**config.mk**
```make
export PLATFORM = sky130hd
export DESIGN_NAME = pixel_to_cube_palette_index_top
export DESIGN_NICKNAME = d
export VERILOG_FILES = /design/src/design/p2c_pkg.sv /design/src/design/p2c_cfg_regs.sv /design/src/design/p2c_pipe_ctrl.sv /design/src/design/p2c_datapath.sv /design/src/design/pixel_to_cube_palette_index_top.sv
export SDC_FILE = /design/constraint.sdc
export NUM_CORES = 1
export LEC_CHECK = 0
export BUFFER_PORTS_ARGS = -buffer_cell sky130_fd_sc_hd__buf_2
export CAP_MARGIN = 20
export CORE_ASPECT_RATIO = 0.5
export CORE_UTILIZATION = 35
export DETAILED_ROUTE_END_ITERATION = 10
export MAX_ROUTING_LAYER = met4
export SLEW_MARGIN = 20
export SYNTH_ARGS = -nofsm -noshare
export SYNTH_HDL_FRONTEND = slang
export SYNTH_HIERARCHICAL = 1
export SYNTH_SLANG_ARGS = --single-unit
```
**constraint.sdc**
```tcl
create_clock -name clk -period 8.3 [get_ports clk]
set_clock_uncertainty 0.05 [all_clocks]
set_input_delay 1.66 -clock clk [delete_from_list [all_inputs] [get_ports clk]]
set_output_delay 1.66 -clock clk [all_outputs]
set_load 0.005 [all_outputs]
```
**src/design/p2c_pkg.sv**
```systemverilog
// ----------------------------------------------------------------------------
// p2c_pkg
// Shared types, register codes, reset values and the divide-by-255 helpers of
// the palette index pipeline.
// ----------------------------------------------------------------------------
package p2c_pkg;

	localparam int NUM_STAGES = 4;
	localparam int CFG_IDX_W  = 3;
	localparam int CFG_DATA_W = 9;
	localparam int DIV_IN_W   = 17;
	localparam int DIV_Q_W    = 10;

	typedef enum logic [1:0] {
		MODE_GREY       = 2'd0,
		MODE_GREY_ALPHA = 2'd1,
		MODE_RGB        = 2'd2,
		MODE_RGBA       = 2'd3
	} mode_t;

	typedef enum logic [CFG_IDX_W-1:0] {
		REG_PIXEL_MODE        = 3'd0,
		REG_CUBE_SIDE         = 3'd1,
		REG_RAMP_GREYS        = 3'd2,
		REG_GREY_BASE         = 3'd3,
		REG_BLACK_ENTRY       = 3'd4,
		REG_WHITE_ENTRY       = 3'd5,
		REG_TRANSPARENCY_ON   = 3'd6,
		REG_TRANSPARENT_ENTRY = 3'd7
	} cfg_idx_t;

	typedef struct packed {
		mode_t      pixel_mode;
		logic [2:0] cube_side;
		logic [8:0] ramp_greys;
		logic [8:0] grey_base;
		logic [7:0] black_entry;
		logic [7:0] white_entry;
		logic       transparency_on;
		logic [7:0] transparent_entry;
	} cfg_t;

	localparam cfg_t CFG_RESET = '{
		pixel_mode:        MODE_RGBA,
		cube_side:         3'd6,
		ramp_greys:        9'd39,
		grey_base:         9'd216,
		black_entry:       8'd0,
		white_entry:       8'd215,
		transparency_on:   1'b1,
		transparent_entry: 8'd255
	};

	typedef struct packed {
		logic [NUM_STAGES-1:0] load;
		logic [NUM_STAGES-1:0] valid;
	} pipe_ctrl_t;

	// quotient estimate and remainder, the estimate is low by at most two
	typedef struct packed {
		logic [DIV_Q_W-1:0] q0;
		logic [9:0]         rem;
	} div_est_t;

	function automatic div_est_t div255_est(input logic [DIV_IN_W-1:0] x);
		logic [DIV_IN_W:0] num;
		logic [DIV_IN_W:0] diff;
		div_est_t          res;
		// x/255 is close to (x + x/256)/256 and never below it
		num     = {1'b0, x} + {9'b0, x[DIV_IN_W-1:8]};
		res.q0  = num[DIV_IN_W:8];
		diff    = {1'b0, x} - {res.q0, 8'b0} + {8'b0, res.q0};
		res.rem = diff[9:0];
		return res;
	endfunction

	function automatic logic [DIV_Q_W-1:0] div255_fix(input div_est_t e);
		logic [DIV_Q_W-1:0] q;
		if (e.rem >= 10'd510) begin
			q = e.q0 + 10'd2;
		end else if (e.rem >= 10'd255) begin
			q = e.q0 + 10'd1;
		end else begin
			q = e.q0;
		end
		return q;
	endfunction

endpackage

```
**src/design/p2c_cfg_regs.sv**
```systemverilog
// ----------------------------------------------------------------------------
// p2c_cfg_regs
// Configuration register bank, written one register per handshake.
// ----------------------------------------------------------------------------
module p2c_cfg_regs (
	input  logic                             clk,
	input  logic                             arst_n,
	input  logic                             cfg_valid,
	output logic                             cfg_ready,
	input  logic [p2c_pkg::CFG_IDX_W-1:0]    cfg_index,
	input  logic [p2c_pkg::CFG_DATA_W-1:0]   cfg_data,
	output p2c_pkg::cfg_t                    cfg
);

	p2c_pkg::cfg_t cfg_q;

	assign cfg_ready = 1'b1;
	assign cfg       = cfg_q;

	always_ff @(posedge clk or negedge arst_n) begin
		if (!arst_n) begin
			cfg_q <= p2c_pkg::CFG_RESET;
		end else if (cfg_valid && cfg_ready) begin
			case (p2c_pkg::cfg_idx_t'(cfg_index))
				p2c_pkg::REG_PIXEL_MODE: begin
					cfg_q.pixel_mode <= p2c_pkg::mode_t'(cfg_data[1:0]);
				end
				p2c_pkg::REG_CUBE_SIDE:         cfg_q.cube_side         <= cfg_data[2:0];
				p2c_pkg::REG_RAMP_GREYS:        cfg_q.ramp_greys        <= cfg_data[8:0];
				p2c_pkg::REG_GREY_BASE:         cfg_q.grey_base         <= cfg_data[8:0];
				p2c_pkg::REG_BLACK_ENTRY:       cfg_q.black_entry       <= cfg_data[7:0];
				p2c_pkg::REG_WHITE_ENTRY:       cfg_q.white_entry       <= cfg_data[7:0];
				p2c_pkg::REG_TRANSPARENCY_ON:   cfg_q.transparency_on   <= cfg_data[0];
				p2c_pkg::REG_TRANSPARENT_ENTRY: cfg_q.transparent_entry <= cfg_data[7:0];
				default: begin
					cfg_q <= cfg_q;
				end
			endcase
		end
	end

endmodule

```
**src/design/p2c_pipe_ctrl.sv**
```systemverilog
// ----------------------------------------------------------------------------
// p2c_pipe_ctrl
// Valid bits and load enables of the pipeline stages; a stage loads when it
// is empty or when the stage after it moves on, so bubbles are squeezed out.
// ----------------------------------------------------------------------------
module p2c_pipe_ctrl (
	input  logic                clk,
	input  logic                arst_n,
	input  logic                in_valid,
	output logic                in_stall,
	input  logic                out_stall,
	output p2c_pkg::pipe_ctrl_t ctrl
);

	localparam int N = p2c_pkg::NUM_STAGES;

	logic [N-1:0] valid_q;
	logic [N-1:0] adv;

	always_comb begin
		adv[N-1] = !valid_q[N-1] || !out_stall;
		for (int k = N - 2; k >= 0; k--) begin
			adv[k] = !valid_q[k] || adv[k+1];
		end
	end

	assign in_stall   = !adv[0];
	assign ctrl.load  = adv;
	assign ctrl.valid = valid_q;

	always_ff @(posedge clk or negedge arst_n) begin
		if (!arst_n) begin
			valid_q <= '0;
		end else begin
			if (adv[0]) begin
				valid_q[0] <= in_valid;
			end
			for (int k = 1; k < N; k++) begin
				if (adv[k]) begin
					valid_q[k] <= valid_q[k-1];
				end
			end
		end
	end

	// a held item stays in its stage
	a_hold_keeps_item: assert property (@(posedge clk) disable iff (!arst_n)
		((valid_q & ~adv) != '0) |=>
		((valid_q & $past(valid_q & ~adv)) == $past(valid_q & ~adv)))
		else $error("held pipeline item dropped");

	// input is only held off when every stage is full and the output is blocked
	a_stall_only_full: assert property (@(posedge clk) disable iff (!arst_n)
		in_stall |-> ((&valid_q) && out_stall))
		else $error("input stalled with room in pipeline");

	a_accept_enters: assert property (@(posedge clk) disable iff (!arst_n)
		(in_valid && !in_stall) |=> valid_q[0])
		else $error("accepted item not in first stage");

endmodule

```
**src/design/p2c_datapath.sv**
```systemverilog
// ----------------------------------------------------------------------------
// p2c_datapath
// Four register stages: operand products, divide-by-255 estimate,
// correction with first cube term, final index select.
// ----------------------------------------------------------------------------
module p2c_datapath (
	input  logic                clk,
	input  p2c_pkg::cfg_t       cfg,
	input  p2c_pkg::pipe_ctrl_t ctrl,
	input  logic [7:0]          red_or_grey,
	input  logic [7:0]          green,
	input  logic [7:0]          blue,
	input  logic [7:0]          alpha,
	input  logic                row_end_in,
	output logic [7:0]          palette_index,
	output logic                row_end_out
);

	localparam int DW = p2c_pkg::DIV_IN_W;

	// stage 1 products
	logic [DW-1:0] ramp_x_s1;
	logic [10:0]   lr_x_s1;
	logic [10:0]   lg_x_s1;
	logic [10:0]   lb_x_s1;
	logic          grey_s1;
	logic          clear_s1;
	logic          row_end_s1;

	// stage 2 estimates
	p2c_pkg::div_est_t ramp_e_s2;
	p2c_pkg::div_est_t lr_e_s2;
	p2c_pkg::div_est_t lg_e_s2;
	p2c_pkg::div_est_t lb_e_s2;
	logic              grey_s2;
	logic              clear_s2;
	logic              row_end_s2;

	// stage 3 corrected terms
	logic [8:0] ramp_t_s3;
	logic [5:0] rg_s3;
	logic [2:0] lb_s3;
	logic       grey_s3;
	logic       clear_s3;
	logic       row_end_s3;

	// stage 4 output
	logic [7:0] palette_index_s4;
	logic       row_end_s4;

	logic [8:0] greys_m1;
	logic [2:0] side_m1;

	logic [p2c_pkg::DIV_Q_W-1:0] ramp_q;
	logic [p2c_pkg::DIV_Q_W-1:0] lr_q;
	logic [p2c_pkg::DIV_Q_W-1:0] lg_q;
	logic [p2c_pkg::DIV_Q_W-1:0] lb_q;
	logic [5:0]                  lr_side;

	logic [8:0] cube_full;
	logic [9:0] grey_sum;
	logic [7:0] grey_idx;
	logic [7:0] colour_idx;
	logic [7:0] ramp_idx;
	logic [7:0] idx_next;

	// zero greys or zero side makes the product, and so the term, zero
	assign greys_m1 = (cfg.ramp_greys == 9'd0) ? 9'd0 : cfg.ramp_greys - 9'd1;
	assign side_m1  = (cfg.cube_side == 3'd0) ? 3'd0 : cfg.cube_side - 3'd1;

	always_ff @(posedge clk) begin
		if (ctrl.load[0]) begin
			ramp_x_s1  <= {9'b0, red_or_grey} * {8'b0, greys_m1};
			lr_x_s1    <= {3'b0, red_or_grey} * {8'b0, side_m1};
			lg_x_s1    <= {3'b0, green} * {8'b0, side_m1};
			lb_x_s1    <= {3'b0, blue} * {8'b0, side_m1};
			grey_s1    <= (red_or_grey == green) && (green == blue);
			clear_s1   <= alpha[7];
			row_end_s1 <= row_end_in;
		end
	end

	always_ff @(posedge clk) begin
		if (ctrl.load[1]) begin
			ramp_e_s2  <= p2c_pkg::div255_est(ramp_x_s1);
			lr_e_s2    <= p2c_pkg::div255_est({6'b0, lr_x_s1});
			lg_e_s2    <= p2c_pkg::div255_est({6'b0, lg_x_s1});
			lb_e_s2    <= p2c_pkg::div255_est({6'b0, lb_x_s1});
			grey_s2    <= grey_s1;
			clear_s2   <= clear_s1;
			row_end_s2 <= row_end_s1;
		end
	end

	assign ramp_q  = p2c_pkg::div255_fix(ramp_e_s2);
	assign lr_q    = p2c_pkg::div255_fix(lr_e_s2);
	assign lg_q    = p2c_pkg::div255_fix(lg_e_s2);
	assign lb_q    = p2c_pkg::div255_fix(lb_e_s2);
	assign lr_side = {3'b0, lr_q[2:0]} * {3'b0, cfg.cube_side};

	always_ff @(posedge clk) begin
		if (ctrl.load[2]) begin
			ramp_t_s3  <= ramp_q[8:0];
			rg_s3      <= lr_side + {3'b0, lg_q[2:0]};
			lb_s3      <= lb_q[2:0];
			grey_s3    <= grey_s2;
			clear_s3   <= clear_s2;
			row_end_s3 <= row_end_s2;
		end
	end

	// grey in a cube mode: base + term - 1, clamped at the ends
	assign grey_sum = {1'b0, cfg.grey_base} + {1'b0, ramp_t_s3} - 10'd1;

	always_comb begin
		if (ramp_t_s3 == 9'd0) begin
			grey_idx = cfg.black_entry;
		end else if (ramp_t_s3 > cfg.ramp_greys) begin
			grey_idx = cfg.white_entry;
		end else begin
			grey_idx = grey_sum[7:0];
		end
	end

	assign cube_full  = {3'b0, rg_s3} * {6'b0, cfg.cube_side} + {6'b0, lb_s3};
	assign colour_idx = (grey_s3 && (cfg.ramp_greys != 9'd0)) ? grey_idx : cube_full[7:0];
	assign ramp_idx   = ramp_t_s3[7:0];

	always_comb begin
		case (cfg.pixel_mode)
			p2c_pkg::MODE_GREY: begin
				idx_next = ramp_idx;
			end
			p2c_pkg::MODE_GREY_ALPHA: begin
				idx_next = clear_s3 ? cfg.transparent_entry : ramp_idx;
			end
			p2c_pkg::MODE_RGB: begin
				idx_next = colour_idx;
			end
			default: begin
				idx_next = (clear_s3 && cfg.transparency_on) ? cfg.transparent_entry
				                                              : colour_idx;
			end
		endcase
	end

	always_ff @(posedge clk) begin
		if (ctrl.load[3]) begin
			palette_index_s4 <= idx_next;
			row_end_s4       <= row_end_s3;
		end
	end

	assign palette_index = palette_index_s4;
	assign row_end_out   = row_end_s4;

endmodule

```
**src/design/pixel_to_cube_palette_index_top.sv**
```systemverilog
// The block takes one pixel item per clock unless in_stall is high, and
// returns its palette index through four register stages (operand products,
// the divide-by-255 estimate, its correction with the first cube term, and
// the final index select). A blocked output stalls the input only once all
// four stages hold items. Configuration writes are accepted on every cycle
// and should be made while no item is in flight.
// ----------------------------------------------------------------------------
// pixel_to_cube_palette_index_top
// Maps 8-bit grey, grey+alpha, rgb or rgba pixels to a palette index of a
// uniform colour cube with a grey ramp and a transparent entry.
// ----------------------------------------------------------------------------
module pixel_to_cube_palette_index_top (
	input  logic                           clk,
	input  logic                           arst_n,
	input  logic                           in_valid,
	output logic                           in_stall,
	input  logic [7:0]                     red_or_grey,
	input  logic [7:0]                     green,
	input  logic [7:0]                     blue,
	input  logic [7:0]                     alpha,
	input  logic                           row_end_in,
	output logic                           out_valid,
	input  logic                           out_stall,
	output logic [7:0]                     palette_index,
	output logic                           row_end_out,
	input  logic                           cfg_valid,
	output logic                           cfg_ready,
	input  logic [p2c_pkg::CFG_IDX_W-1:0]  cfg_index,
	input  logic [p2c_pkg::CFG_DATA_W-1:0] cfg_data
);

	p2c_pkg::cfg_t       cfg;
	p2c_pkg::pipe_ctrl_t ctrl;

	p2c_cfg_regs u_cfg_regs (
		.clk       (clk),
		.arst_n    (arst_n),
		.cfg_valid (cfg_valid),
		.cfg_ready (cfg_ready),
		.cfg_index (cfg_index),
		.cfg_data  (cfg_data),
		.cfg       (cfg)
	);

	p2c_pipe_ctrl u_pipe_ctrl (
		.clk       (clk),
		.arst_n    (arst_n),
		.in_valid  (in_valid),
		.in_stall  (in_stall),
		.out_stall (out_stall),
		.ctrl      (ctrl)
	);

	p2c_datapath u_datapath (
		.clk           (clk),
		.cfg           (cfg),
		.ctrl          (ctrl),
		.red_or_grey   (red_or_grey),
		.green         (green),
		.blue          (blue),
		.alpha         (alpha),
		.row_end_in    (row_end_in),
		.palette_index (palette_index),
		.row_end_out   (row_end_out)
	);

	assign out_valid = ctrl.valid[p2c_pkg::NUM_STAGES-1];

endmodule

```
# ---- Word level (Yosys, flattened, before mapping)
# Index checks and enable logic that the tools add are counted.
dict set report classes {
  n_addsub 26
  multipliers 6
  n_lt_le_gt_ge 9
  eq_ne 11
  muxes 16
  n_reduce_logical 27
}
# cell count
set ops {}
lappend ops {{$ge 10x8->1 const B} 4}
lappend ops {{$ge 10x9->1 const B} 4}
lappend ops {{$mux 8} 5}
lappend ops {{$sub 10x10->10} 4}
lappend ops {{$add 11x3->12} 3}
lappend ops {{$mul 8x3->11} 3}
lappend ops {{$add 10x4->10} 3}
lappend ops {{$mux 9} 3}
lappend ops {{$pmux 8 s3} 1}
lappend ops {{$mux 3} 7}
lappend ops {{$add 17x9->18} 1}
lappend ops {{$logic_not 9->1} 2}
lappend ops {{$mul 8x9->17} 1}
lappend ops {{$eq 8x8->1} 2}
lappend ops {{$reduce_and 2->1} 8}
lappend ops {{$eq 3x3->1 const B} 4}
lappend ops {{$add 10x10->10} 1}
lappend ops {{$add 3x1->3 const B} 3}
lappend ops {{$add 3x2->3 const B} 3}
lappend ops {{$add 9x1->9 const B} 1}
lappend ops {{$add 9x2->9 const B} 1}
lappend ops {{$gt 9x9->1} 1}
lappend ops {{$reduce_bool 9->1} 1}
lappend ops {{$sub 9x1->9 const B} 1}
lappend ops {{16 further kinds} 28}
dict set report word_totals {
  ff_bits 195
  word_cells 133
}

# ---- Depth between registers and ports, before layout
# Gate-level depths: netlist (run 1).
dict set report logic_depth {
  word_depth 7
  ltp_mapped 22
  mapped_depth_nobuf 21
}

# ---- Modules after synthesis
# Netlist (run 1), hierarchy kept.
# module instances cells_per_inst area_each_um2
set modules_own_cells {}
lappend modules_own_cells {p2c_datapath 1 1432 13847.0}
lappend modules_own_cells {p2c_cfg_regs 1 112 2028.2}
lappend modules_own_cells {p2c_pipe_ctrl 1 14 167.7}

# ---- Worst setup path after synthesis (run 1)
# OpenSTA, ideal clock, no wires.
dict set report synth_path {
  path_type {input-to-reg}
  from {input port red_or_grey[7]}
  to {register u_datapath.ramp_x_s1[15], data pin}
  setup_ns 0.262
  arrival_ns 5.571
  setup_slack_ns 2.417
  path_stages 17
  n_path_buf 1
  path_cell_list {clkbuf_1 nand2_1 fa_1 fa_1 inv_1 fa_1 inv_1 fa_1 inv_1 ha_1 o21a_1 o31a_1 nor2_1 o21ai_0 a2111oi_0 o21bai_1 xor2_1}
}
dict set report synth_between {
  elab_chain_cells 1
}
# item line_no
set synth_lines {}
lappend synth_lines {{start: declaration} pixel_to_cube_palette_index_top.sv:17} ;# input logic [7:0] red_or_grey,
lappend synth_lines {{$mul 8x9->17} p2c_datapath.sv:73} ;# ramp_x_s1 <= {9'b0, red_or_grey} * {8'b0, greys_m1};
lappend synth_lines {{end signal: assignment} p2c_datapath.sv:73}
lappend synth_lines {{end: declaration} p2c_datapath.sv:22} ;# logic [DW-1:0] ramp_x_s1;
# No other way between the ends.
# A chain may end at the register's enable or synchronous reset.

# ---- Final worst setup path (run 1)
dict set report layout_path {
  from {register u_cfg_regs.cfg_q (netlist bit u_cfg_regs/cfg[37])}
  to {register u_datapath.ramp_x_s1[15], data pin}
}
dict set report layout_between {
  elab_chain_cells 3
  word_cells_on_any_way 4
  cone_classes {add/sub (1); mul (1); mux (1); reduce/logical (1)}
}
# item line_no
set layout_lines {}
lappend layout_lines {{start: declaration} p2c_cfg_regs.sv:15} ;# p2c_pkg::cfg_t cfg_q;
lappend layout_lines {{start signal: assignment} p2c_cfg_regs.sv:22} ;# cfg_q <= p2c_pkg::CFG_RESET;
lappend layout_lines {{start signal: assignment} p2c_cfg_regs.sv:36} ;# cfg_q <= cfg_q;
lappend layout_lines {{$sub 9x1->9 or $logic_not 9->1 (tied branches)} p2c_datapath.sv:68} ;# assign greys_m1 = (cfg.ramp_greys == 9'd0) ? 9'd0 : cfg.ramp_greys - 9'd1;
lappend layout_lines {{$mux 9 (*)} p2c_datapath.sv:68}
lappend layout_lines {{$mul 8x9->17 (*)} p2c_datapath.sv:73}
# Mark *: on every way between the ends. The rest lies on a longest branch, timed or not.

==> results of run 1 <==
cell usage in the layout (no fill, tap or decap), types with 18 or more instances in the layout:
cell and instances:
inv_1 237, ha_1 200, edfxtp_1 144, nand2_1 120, nor2_1 80, xnor2_1 74
fa_1 74, and2_1 72, a21oi_1 66, buf_2 53, o21ai_0 47, xor2_1 43
mux2_2 39, nor2b_1 37, dfstp_2 27, dfrtp_1 24, nand3_1 23, nand2b_1 23
a21o_1 23, nor3_1 22, mux2_4 18
per-stage QoR:
| stage | hold slack, ns | cell area [µm²] |
|---|---|---|
| CTS | 0.377 | 17500 |
| global route | 0.378 | 17500 |
| finish | 0.375 | 17500 |
| global placement | 0.351 | 16900 |
| floorplan | 0.350 | 16000 |
| detailed placement | 0.359 | 16900 |
sequential cells by signal (all words and copies together), names as in the netlist, 3 cells and up:
| name | cells |
|---|---|
| u_cfg_regs/cfg | 47 |
| u_datapath/lb_e_s2 | 13 |
| u_datapath/lb_s3 | 3 |
| u_datapath/lb_x_s1 | 11 |
| u_datapath/lg_e_s2 | 13 |
| u_datapath/lg_x_s1 | 11 |
| u_datapath/lr_e_s2 | 13 |
| u_datapath/lr_x_s1 | 11 |
| u_datapath/palette_index | 8 |
| u_datapath/ramp_e_s2 | 19 |
| u_datapath/ramp_t_s3 | 9 |
| u_datapath/ramp_x_s1 | 17 |
| u_datapath/rg_s3 | 6 |
| u_pipe_ctrl/valid_q | 4 |
worst max-delay path: stages (launching register included):
cell and delay (ns):
dfrtp_1 0.42, nor2_1 0.26, nand3_1 0.20, or3_1 0.34
a21oi_1 0.74, nand2_1 0.16, fa_1 0.48, fa_1 0.49
inv_1 0.05, fa_1 0.52, inv_1 0.05, fa_1 0.52
inv_1 0.04, ha_1 0.33, o21a_1 0.12, o31a_1 0.11
nor2_1 0.14, o21ai_0 0.19, a2111oi_0 0.44, o21bai_1 0.15
xor2_1 0.15
area by class of cell:
cell class              count  area share
multi-input cells        1093       0.533
well taps                 588      0.0420
diodes                      4    0.000572
clock inverters            15     0.00879
repair buffers             61      0.0186
inverters                 237      0.0508
flip-flops and latches    195       0.322
clock buffers              17      0.0243
power groups by stage:
| stage | clock network, mW | registers (mW) | logic (mW) |
|---|---|---|---|
| after global placement | 0 | 2.08 | 4.48 |
| after floorplan | 0 | 1.97 | 3.63 |
| after detailed placement | 0 | 2.09 | 4.56 |
| after CTS | 0.869 | 2.07 | 4.61 |
| after global routing | 0.903 | 2.13 | 5.27 |
| final | 0.841 | 2.07 | 4.55 |
metal layers:
metal	global-route usage	wire, µm	up-vias	part of all wire
li1	-	-	5344	-
met3	0.0302	1300	26	0.040
met4	0.0327	364	0	0.011
met1	0.206	16700	5079	0.51
met2	0.234	14400	152	0.44
met5	-	0	-	0
how the worst max path moves through the flow:
stage,to,slack (ns),depth (start not counted)
after floorplan,u_datapath/ramp_x_s1[15],2.42,17
after global placement,u_datapath/ramp_x_s1[15],2.05,17
after detailed placement,u_datapath/ramp_x_s1[15],2.04,17
after CTS,u_datapath/ramp_x_s1[15],2.10,20
after global routing,u_datapath/ramp_x_s1[15],1.68,20
final,u_datapath/ramp_x_s1[15],2.09,20
==> summary.txt, run 1 <==
Timing
  • Final setup fails: 0
  • Max Slew Vio Count: 0
  • Final setup margin: 2.09 ns
  • Fmax: 0.161 GHz
  • Tcrit/Tclk final: 0.748
  • Hold Fails Final Rpt: 0
  • Tmin final: 6.21 ns
  • Relative slew slack: 0.307
  • RSZ-0062 raised after global routing: false
  • Worst Tran Pin Value: 1.04 ns
  • Setup_tns: 0 ns

Layout
  • Share of layout cells above drive strength 1: 0.117
  • Finished Layout Cells: 2,210
  • Fin util: 0.395
  • Register Area: 5630 µm²
  • Multi-input gate area: around 9300 µm²
  • Fillers: 4,342
  • P&R area growth vs syn: 9.40%
  • Final #Nets: 1,929

Setup path
  • Flop2flop setup slack: approximately 2.1 ns
  • Worst Path Required: 8.46 ns
  • CP arrival: 6.37 ns
  • Crit path max fanout: 8
  • Reg2reg end: u_datapath/ramp_x_s1[15]
  • Startpoint types: flip-flop
  • Type of the worst setup path: flip-flop to flip-flop
  • FF-to-FF path depth: 20
  • CP Capture Type: flip-flop
  • Worst Setup SP: u_cfg_regs/cfg[37]
  • FF-to-FF Start: u_cfg_regs/cfg[37]

Die
  • Die ar.: roughly 47,000 µm²
  • Site Rows: 54
  • Die height: approximately 150 µm
  • Core Area: 44,300 µm²
  • Initial core utilization: 0.361
  • Die X-Extent: 304 µm
  • IO Pins: 62

Global routing
  • Initial antenna violation count: 4
  • Vias in the first global route: 10.7k
  • First-pass GRT wire length: roughly 55 mm
  • GR Overflow Total: 0
  • Largest net degree at the start of global routing: 66
  • Gr usage total: 0.152

Power
  • P_leak: just over 8 nW
  • Worst VDD drop: 208 µV
  • Tot Pwr: 7.46 mW
  • Combinational share of power: 0.610
  • Seq pwr share: 0.277
  • Internal cell power: 4.29 mW
  • Switching power: 3.17 mW
  • P per Cell Area: between 400 and 500 nW/µm²
  • Clk pwr share: 0.113
  • Switching Share: 0.425

Placement
  • Placement Setup Slack: 2.04 ns
  • Post-DP HPWL: 25.5 mm
  • Routability cong.: 0.822
  • Cell Count Post-Placement: 2,174
  • Port Buffers: 53

Routing
  • DRC errors left: 0
  • DRT iter0 DRCs: 622
  • Vias: approximately 11k
  • DRT Pass-1 Iters: 5
  • Routed WL: 32.8 mm
  • Wire per inst: roughly 15 µm
  • Via density: 4.80
  • Detail Route Antenna Nets: 0

Clock network
  • TritonCTS Buffers: 17
  • Hold-fix buffers at CTS: 0
  • Post-CTS setup buffers: 0
  • Clock Latency Late Sink: 0.45 ns
  • CTS tree: built
  • Post-cts gate resize count: 0
  • Clk pin slew, worst setup/hold paths: 0.08 ns
  • Clk buf depth: 2
  • H-tree depth: 4
  • Clock tree sinks: between 150 and 200
  • CTS Root Cell: clkbuf_16

Synthesis
  • Ys Warns: 6
  • Syn avg cell area: 10.3 µm²
  • Cell count after synthesis: ~1.6k
  • Synth Net Count: between 1.5k and 2k
  • Mapped cell area: 16,000 µm²

Hold path
  • Hold depth: 0
  • WHS Endpoint: u_datapath/row_end_out
  • Worst min-delay path startpoint: u_datapath/row_end_s3
  • Worst hold path class: flip-flop to flip-flop

Outcome
  • Status: completed

Flow run
  • Max_cap viols: 0
Power figures use the tool's default switching activity.
==> inputs of run 2 (changes only) <==
--- a/config.mk
+++ b/config.mk
@@ -5,6 +5,7 @@
 export SDC_FILE = /design/constraint.sdc
 export NUM_CORES = 1
 export LEC_CHECK = 0
+export ABC_AREA = 1
 export BUFFER_PORTS_ARGS = -buffer_cell sky130_fd_sc_hd__buf_2
 export CAP_MARGIN = 20
 export CORE_ASPECT_RATIO = 0.5
==> constraint.sdc (replaced) <==
create_clock -name clk -period 6.1 [get_ports clk]
set_clock_uncertainty 0.05 [all_clocks]
set_input_delay 1.22 -clock clk [delete_from_list [all_inputs] [get_ports clk]]
set_output_delay 1.22 -clock clk [all_outputs]
set_load 0.005 [all_outputs]
==> summary.txt, run 2 <==
Outcome
  • Status: completed (unchanged)

Setup path
  • CP arrival: 5.92 ns (was 6.37 ns)
  • Levels on crit path: 19 (was 20)
  • Cell with the largest stage delay on the worst path: dfstp_2 (was a21oi_1)
  • Flop2flop setup slack: 0.34 ns (was 2.09 ns)
  • FF-to-FF Start: u_cfg_regs/cfg[34] (was u_cfg_regs/cfg[37])
  • Max stage delay on crit path: 0.60 ns (was 0.74 ns)
  • Startpoint types: flip-flop (unchanged)
  • FF-to-FF path depth: 19 (was 20)
  • Delay-heaviest family, CP: adder cells (unchanged)
  • Reg2reg end: u_datapath/ramp_x_s1[12] (was u_datapath/ramp_x_s1[15])
  • Worst Path Required: 6.27 ns (was 8.46 ns)
  • Crit path cell chain: inv_1 -> ha_1 -> nand4_2 -> inv_1 -> nor3_1 -> inv_1 -> nor2_1 -> fa_1 -> fa_1 -> fa_1 -> inv_1 -> fa_1 -> inv_1 -> ha_1 -> nand2_1 -> o21ai_0 -> nand2_1 -> a21oi_1 -> xor2_1 (was nor2_1 -> nand3_1 -> or3_1 -> a21oi_1 -> nand2_1 -> fa_1 -> fa_1 -> inv_1 -> fa_1 -> inv_1 -> fa_1 -> inv_1 -> ha_1 -> o21a_1 -> o31a_1 -> nor2_1 -> o21ai_0 -> a2111oi_0 -> o21bai_1 -> xor2_1)
  • Most used cell, CP: inv_1 (was fa_1)
  • Type of the worst setup path: flip-flop to flip-flop (unchanged)
  • Critical Path End: u_datapath/ramp_x_s1[12] (was u_datapath/ramp_x_s1[15])
  • Crit path max fanout: 7 (was 8)
  • CP Capture Type: flip-flop (unchanged)
  • Worst Setup SP: u_cfg_regs/cfg[34] (was u_cfg_regs/cfg[37])
  • WP buf/inv: 5 (was 3)

Timing
  • Final hold slack: 0.372 ns (was 0.375 ns)
  • RSZ-0062 raised after global routing: false (unchanged)
  • Final setup fails: 0 (unchanged)
  • Hold Fails Final Rpt: 0 (unchanged)
  • Worst Tran Pin Value: 1.04 ns (about the same)
  • Fmax: 0.174 GHz (was 0.161 GHz)
  • Relative slew slack: 0.305 (was 0.307)
  • Tcrit/Tclk final: 0.944 (was 0.748)
  • Final setup margin: 0.344 ns (was 2.09 ns)
  • Tmin final: 5.76 ns (was 6.21 ns)
  • Max Slew Vio Count: 0 (unchanged)
  • Setup_tns: 0 ns (unchanged)

Power
  • Worst VDD drop: 334 µV (was 208 µV)
  • Combinational share of power: 0.620 (was 0.610)
  • P_leak: 9.43 nW (was 8.14 nW)
  • P per Cell Area: 565 nW/µm² (was 426 nW/µm²)
  • Switching power: 4.71 mW (was 3.17 mW)
  • Seq pwr share: 0.267 (was 0.277)
  • Internal cell power: 5.52 mW (was 4.29 mW)
  • Clk pwr share: 0.113 (about the same)
  • Switching Share: 0.460 (was 0.425)

Placement
  • Post-DP HPWL: 29.0 mm (was 25.5 mm)
  • Port Buffers: 53 (unchanged)
  • Routability cong.: 0.882 (was 0.822)
  • Placement Setup Slack: 0.309 ns (was 2.04 ns)

Routing
  • Routed WL: 36.1 mm (was 32.8 mm)
  • Detail Route Antenna Nets: 0 (unchanged)
  • Wire per inst: 13.5 µm (was 14.8 µm)
  • Via density: 4.61 (was 4.80)
  • DRC errors left: 0 (unchanged)
  • DRT Pass-1 Iters: 5 (unchanged)
  • Vias: 12.4k (was 10.6k)
  • DRT iter0 DRCs: 809 (was 622)

Synthesis
  • Syn avg cell area: 8.34 µm² (was 10.3 µm²)
  • Mapped cell area: 16,500 µm² (was 16,000 µm²)
  • Synth Net Count: 2,308 (was 1,880)
  • Cell count after synthesis: 1,984 (was 1,556)
  • Ys Warns: 6 (unchanged)

Global routing
  • GR Overflow Total: 0 (unchanged)
  • Gr usage total: 0.161 (was 0.152)
  • Largest net degree at the start of global routing: 63 (was 66)
  • Initial antenna violation count: 5 (was 4)
  • Vias in the first global route: 11.8k (was 10.7k)
  • First-pass GRT wire length: 59.2 mm (was 54.9 mm)

Die
  • IO Pins: 62 (unchanged)
  • Site Rows: 55 (was 54)
  • Die height: 156 µm (was 153 µm)
  • Die X-Extent: 309 µm (was 304 µm)
  • Core Area: 45,900 µm² (was 44,300 µm²)
  • Initial core utilization: 0.360 (was 0.361)
  • Die ar.: 48,200 µm² (was 46,600 µm²)

Layout
  • P&R area growth vs syn: 9.54% (was 9.40%)
  • Share of layout cells above drive strength 1: 0.0800 (was 0.117)
  • Most frequent cells in the layout: nand2_1, inv_1, ha_1 (was inv_1, ha_1, edfxtp_1)
  • Final #Nets: 2,362 (was 1,929)
  • Fillers: 4,666 (was 4,342)
  • Register Area: 5630 µm² (unchanged)
  • Max FFs per register: 47 (unchanged)
  • Commonest non-fill, non-tap cell in the layout: nand2_1 (was inv_1)
  • Multi-input gate area: 9360 µm² (was 9340 µm²)

Clock network
  • Clk buf depth: 2 (unchanged)
  • Clock tree sinks: 195 (unchanged)
  • Hold-fix buffers at CTS: 0 (unchanged)
  • TritonCTS Buffers: 17 (unchanged)
  • CTS tree: built (unchanged)
  • CTS Root Cell: clkbuf_16 (unchanged)
  • Clk pin slew, worst setup/hold paths: 0.09 ns (was 0.08 ns)
  • Post-CTS setup buffers: 0 (unchanged)
  • H-tree depth: 4 (unchanged)
  • Clock Latency Late Sink: 0.46 ns (was 0.45 ns)
  • Post-cts gate resize count: 0 (unchanged)

Flow run
  • Max_cap viols: 0 (unchanged)

Hold path
  • Worst hold path class: flip-flop to flip-flop (unchanged)
## run 2: how the worst min path moves through the flow
stage / slack (ns) / startpoint / depth (start not counted) / end
floorplan: 0.35 / u_datapath/clear_s1 / 0 / u_datapath/clear_s2
global placement: 0.35 / u_datapath/row_end_s2 / 0 / u_datapath/row_end_s3
detailed placement: 0.36 / u_datapath/grey_s1 / 0 / u_datapath/grey_s2
CTS: 0.37 / u_datapath/grey_s1 / 0 / u_datapath/grey_s2
global route: 0.38 / u_datapath/grey_s2 / 0 / u_datapath/grey_s3
finish: 0.37 / u_datapath/grey_s1 / 0 / u_datapath/grey_s2
## run 2: power groups by stage
stage | clock (mW) | sequential, mW | combinational (mW)
global route | 1.24 | 2.80 | 7.39
CTS | 1.19 | 2.74 | 6.40
floorplan | 0 | 2.62 | 4.98
detailed placement | 0 | 2.76 | 6.34
global placement | 0 | 2.75 | 6.28
finish | 1.16 | 2.73 | 6.34
## run 2: area by class of cell
cell class              count  share of cell area
well taps                 627              0.0433
repair buffers             57              0.0163
diodes                      5            0.000690
flip-flops and latches    195               0.311
clock inverters            14             0.00918
inverters                 385              0.0798
multi-input cells        1382               0.516
clock buffers              18              0.0237
## run 2: stage by stage
step | std cells | cell area (µm²) | util | total power [mW]
2_1_floorplan | 1984 | 16500 | - | 7.60
3_3_place_gp | 2646 | 17500 | 0.381 | 9.03
3_5_place_dp | 2646 | 17500 | 0.381 | 9.11
4_1_cts | 2678 | 18100 | 0.394 | 10.3
5_1_grt | 2683 | 18100 | 0.395 | 11.4
6_report | 2683 | 18100 | 0.395 | 10.2
## run 2: worst register-to-register path, delay by kind of cell, from the launching register on
| kind | cells | cell delay (ns) |
|---|---|---|
| fa+ha+maj | 6 | 2.55 |
| simple gates | 5 | 1.10 |
| xor+xnor | 1 | 0.09 |
| compound gates | 2 | 0.49 |
| buf+inv | 5 | 0.64 |
| flops | 1 | 0.60 |
## run 2: metal layers
layer | global-route usage | part of all wire | vias up
li1 | - | - | 6389
met2 | 0.260 | 0.47 | 196
met1 | 0.212 | 0.48 | 5749
met3 | 0.0236 | 0.042 | 29
met5 | - | 0 | -
met4 | 0.0443 | 0.012 | 0
==> inputs of run 3 (changes only) <==
--- a/config.mk
+++ b/config.mk
@@ -10,6 +10,7 @@
 export CAP_MARGIN = 20
 export CORE_ASPECT_RATIO = 0.5
 export CORE_UTILIZATION = 35
+export CTS_BUF_LIST = sky130_fd_sc_hd__clkbuf_4 sky130_fd_sc_hd__clkbuf_8
 export DETAILED_ROUTE_END_ITERATION = 10
 export MAX_ROUTING_LAYER = met4
 export SLEW_MARGIN = 20
==> summary.txt, run 3 (same netlist as run 2, synthesis figures left out) <==
Outcome
  • Status: completed (unchanged)

Placement
  • Routability cong.: 0.882 (unchanged)
  • Post-DP HPWL: 29.0 mm (unchanged)
  • Cell Area, Placed: 17,500 µm² (unchanged)
  • Cell Count Post-Placement: 2,646 (unchanged)
  • Port Buffers: 53 (unchanged)

Setup path
  • FF-to-FF Start: u_cfg_regs/cfg[34] (unchanged)
  • Crit path cell chain: inv_1 -> ha_1 -> nand4_2 -> inv_1 -> nor3_1 -> inv_1 -> nor2_1 -> fa_1 -> fa_1 -> fa_1 -> inv_1 -> fa_1 -> inv_1 -> ha_1 -> nand2_1 -> o21ai_0 -> nand2_1 -> a21oi_1 -> xor2_1 (unchanged)
  • WP buf/inv: 5 (unchanged)
  • Most used cell, CP: inv_1 (unchanged)
  • Worst Setup SP: u_cfg_regs/cfg[34] (unchanged)
  • Worst Path Required: 6.33 ns (was 6.27 ns)
  • Max stage delay on crit path: 0.61 ns (was 0.60 ns)
  • Startpoint types: flip-flop (unchanged)
  • CP arrival: 5.98 ns (was 5.92 ns)
  • Crit path max fanout: 7 (unchanged)
  • Cell with the largest stage delay on the worst path: dfstp_2 (unchanged)
  • Type of the worst setup path: flip-flop to flip-flop (unchanged)
  • Delay-heaviest family, CP: adder cells (unchanged)
  • CP Capture Type: flip-flop (unchanged)

Routing
  • DRT Pass-1 Iters: 5 (unchanged)
  • DRC errors left: 0 (unchanged)
  • DRT iter0 DRCs: 764 (was 809)
  • Vias: 12.3k (was 12.4k)
  • Wire per inst: 13.5 µm (about the same)
  • Routed WL: 36.1 mm (about the same)
  • Via density: 4.60 (was 4.61)
  • Detail Route Antenna Nets: 0 (unchanged)

Timing
  • Max Slew Vio Count: 0 (unchanged)
  • Worst Tran Pin Value: 1.04 ns (about the same)
  • Fmax: 0.174 GHz (about the same)
  • Relative slew slack: 0.305 (about the same)
  • Final setup fails: 0 (unchanged)
  • Tcrit/Tclk final: 0.942 (was 0.944)
  • Tmin final: 5.75 ns (was 5.76 ns)
  • Hold Fails Final Rpt: 0 (unchanged)
  • Setup_tns: 0 ns (unchanged)
  • RSZ-0062 raised after global routing: false (unchanged)

Flow run
  • Max_cap viols: 0 (unchanged)

Die
  • IO Pins: 62 (unchanged)
  • Initial core utilization: 0.360 (unchanged)
  • Die ar.: 48,200 µm² (unchanged)
  • Core Area: 45,900 µm² (unchanged)
  • Die height: 156 µm (unchanged)
  • Site Rows: 55 (unchanged)
  • Die X-Extent: 309 µm (unchanged)

Clock network
  • CTS tree: built (unchanged)
  • Clk pin slew, worst setup/hold paths: 0.12 ns (was 0.09 ns)
  • H-tree depth: 4 (unchanged)
  • Clock tree sinks: 195 (unchanged)
  • Post-CTS setup buffers: 0 (unchanged)
  • CTS Root Cell: clkbuf_8 (was clkbuf_16)
  • Clock Latency Late Sink: 0.51 ns (was 0.46 ns)
  • Clk buf depth: 2 (unchanged)
  • TritonCTS Buffers: 17 (unchanged)

Power
  • Tot Pwr: 9.96 mW (was 10.2 mW)
  • P_leak: 9.35 nW (was 9.43 nW)
  • Worst VDD drop: 333 µV (was 334 µV)
  • P per Cell Area: 556 nW/µm² (was 565 nW/µm²)

Layout
  • Design Area, Final: 17,900 µm² (was 18,100 µm²)
  • Max FFs per register: 47 (unchanged)
  • Share of layout cells above drive strength 1: 0.0804 (was 0.0800)
  • Commonest non-fill, non-tap cell in the layout: nand2_1 (unchanged)
  • Finished Layout Cells: 2,681 (was 2,683)
  • P&R area growth vs syn: 8.38% (was 9.54%)
  • Final #Nets: 2,362 (unchanged)
  • Fin util: 0.391 (was 0.395)
  • Most frequent cells in the layout: nand2_1, inv_1, ha_1 (unchanged)

Hold path
  • Worst min-delay path startpoint: u_datapath/grey_s1 (unchanged)
  • Worst hold path class: flip-flop to flip-flop (unchanged)

Global routing
  • Gr usage total: 0.161 (about the same)
  • Vias in the first global route: 11.7k (was 11.8k)
  • Initial antenna violation count: 3 (was 5)
  • First-pass GRT wire length: 59.2 mm (about the same)
  • GR Overflow Total: 0 (unchanged)
  • Largest net degree at the start of global routing: 63 (unchanged)
-- run 3: changes by cell type in the layout (fill, tap and decap cells not counted) --
| cell | previous run | this run |
|---|---|---|
| diode_2 | 5 | 3 |
| clkbuf_1 | 1 | 0 |
| clkbuf_4 | 0 | 1 |
| clkbuf_16 | 17 | 0 |
| clkbuf_8 | 0 | 17 |
-- run 3: final timing paths --
path / end / slack [ns] / depth (start not counted)
hold / removal: u_datapath/grey_s2 / 0.38 / 0
setup reg to reg: u_datapath/ramp_x_s1[12] / 0.35 / 19
max in group asynchronous: u_cfg_regs/cfg[43] / 4.75 / 2
min in group asynchronous: u_cfg_regs/cfg[24] / 0.79 / 2
setup / recovery: u_datapath/ramp_x_s1[12] / 0.35 / 19
hold reg to reg: u_datapath/grey_s2 / 0.38 / 0
-- run 3: metal layers --
layer | track usage | vias to the layer above | part of all wire
met4 | 0.0384 | 0 | 0.010
met2 | 0.260 | 192 | 0.46
met5 | - | - | 0
li1 | - | 6380 | -
met3 | 0.0224 | 27 | 0.038
met1 | 0.213 | 5723 | 0.49
-- run 3: what timing repair did --
| item | 4_1_cts | 5_1_grt |
|---|---|---|
| gates resized for setup | 0 | 3 |
| endpoints found under the setup margin | 0 | 2 |
| hold buffers | 0 | 0 |
-- run 3: power breakdown --
group / internal (mW) / total (mW) / switching (mW)
clock: 0.383 / 0.894 / 0.511
sequential: 2.37 / 2.73 / 0.352
combinational: 2.53 / 6.34 / 3.81
total: 5.28 / 9.96 / 4.68
-- run 3: final cells by class --
| type | count | area, µm² |
|---|---|---|
| inverter | 385 | 1450 |
| sequential | 195 | 5630 |
| antenna | 3 | 7.51 |
| clock buffer | 18 | 241 |
| tap | 627 | 785 |
| multi-input combinational | 1382 | 9360 |
| clock inverter | 14 | 166 |
| fill | 4682 | 28000 |
| timing repair buffer | 57 | 295 |
-- run 3: stage by stage --
step | hold WS [ns] | setup WS (ns)
after floorplan | 0.350 | 0.809
after global placement | 0.351 | 0.369
after detailed placement | 0.358 | 0.309
after CTS | 0.382 | 0.307
after global routing | 0.387 | 0.0551
final | 0.378 | 0.352
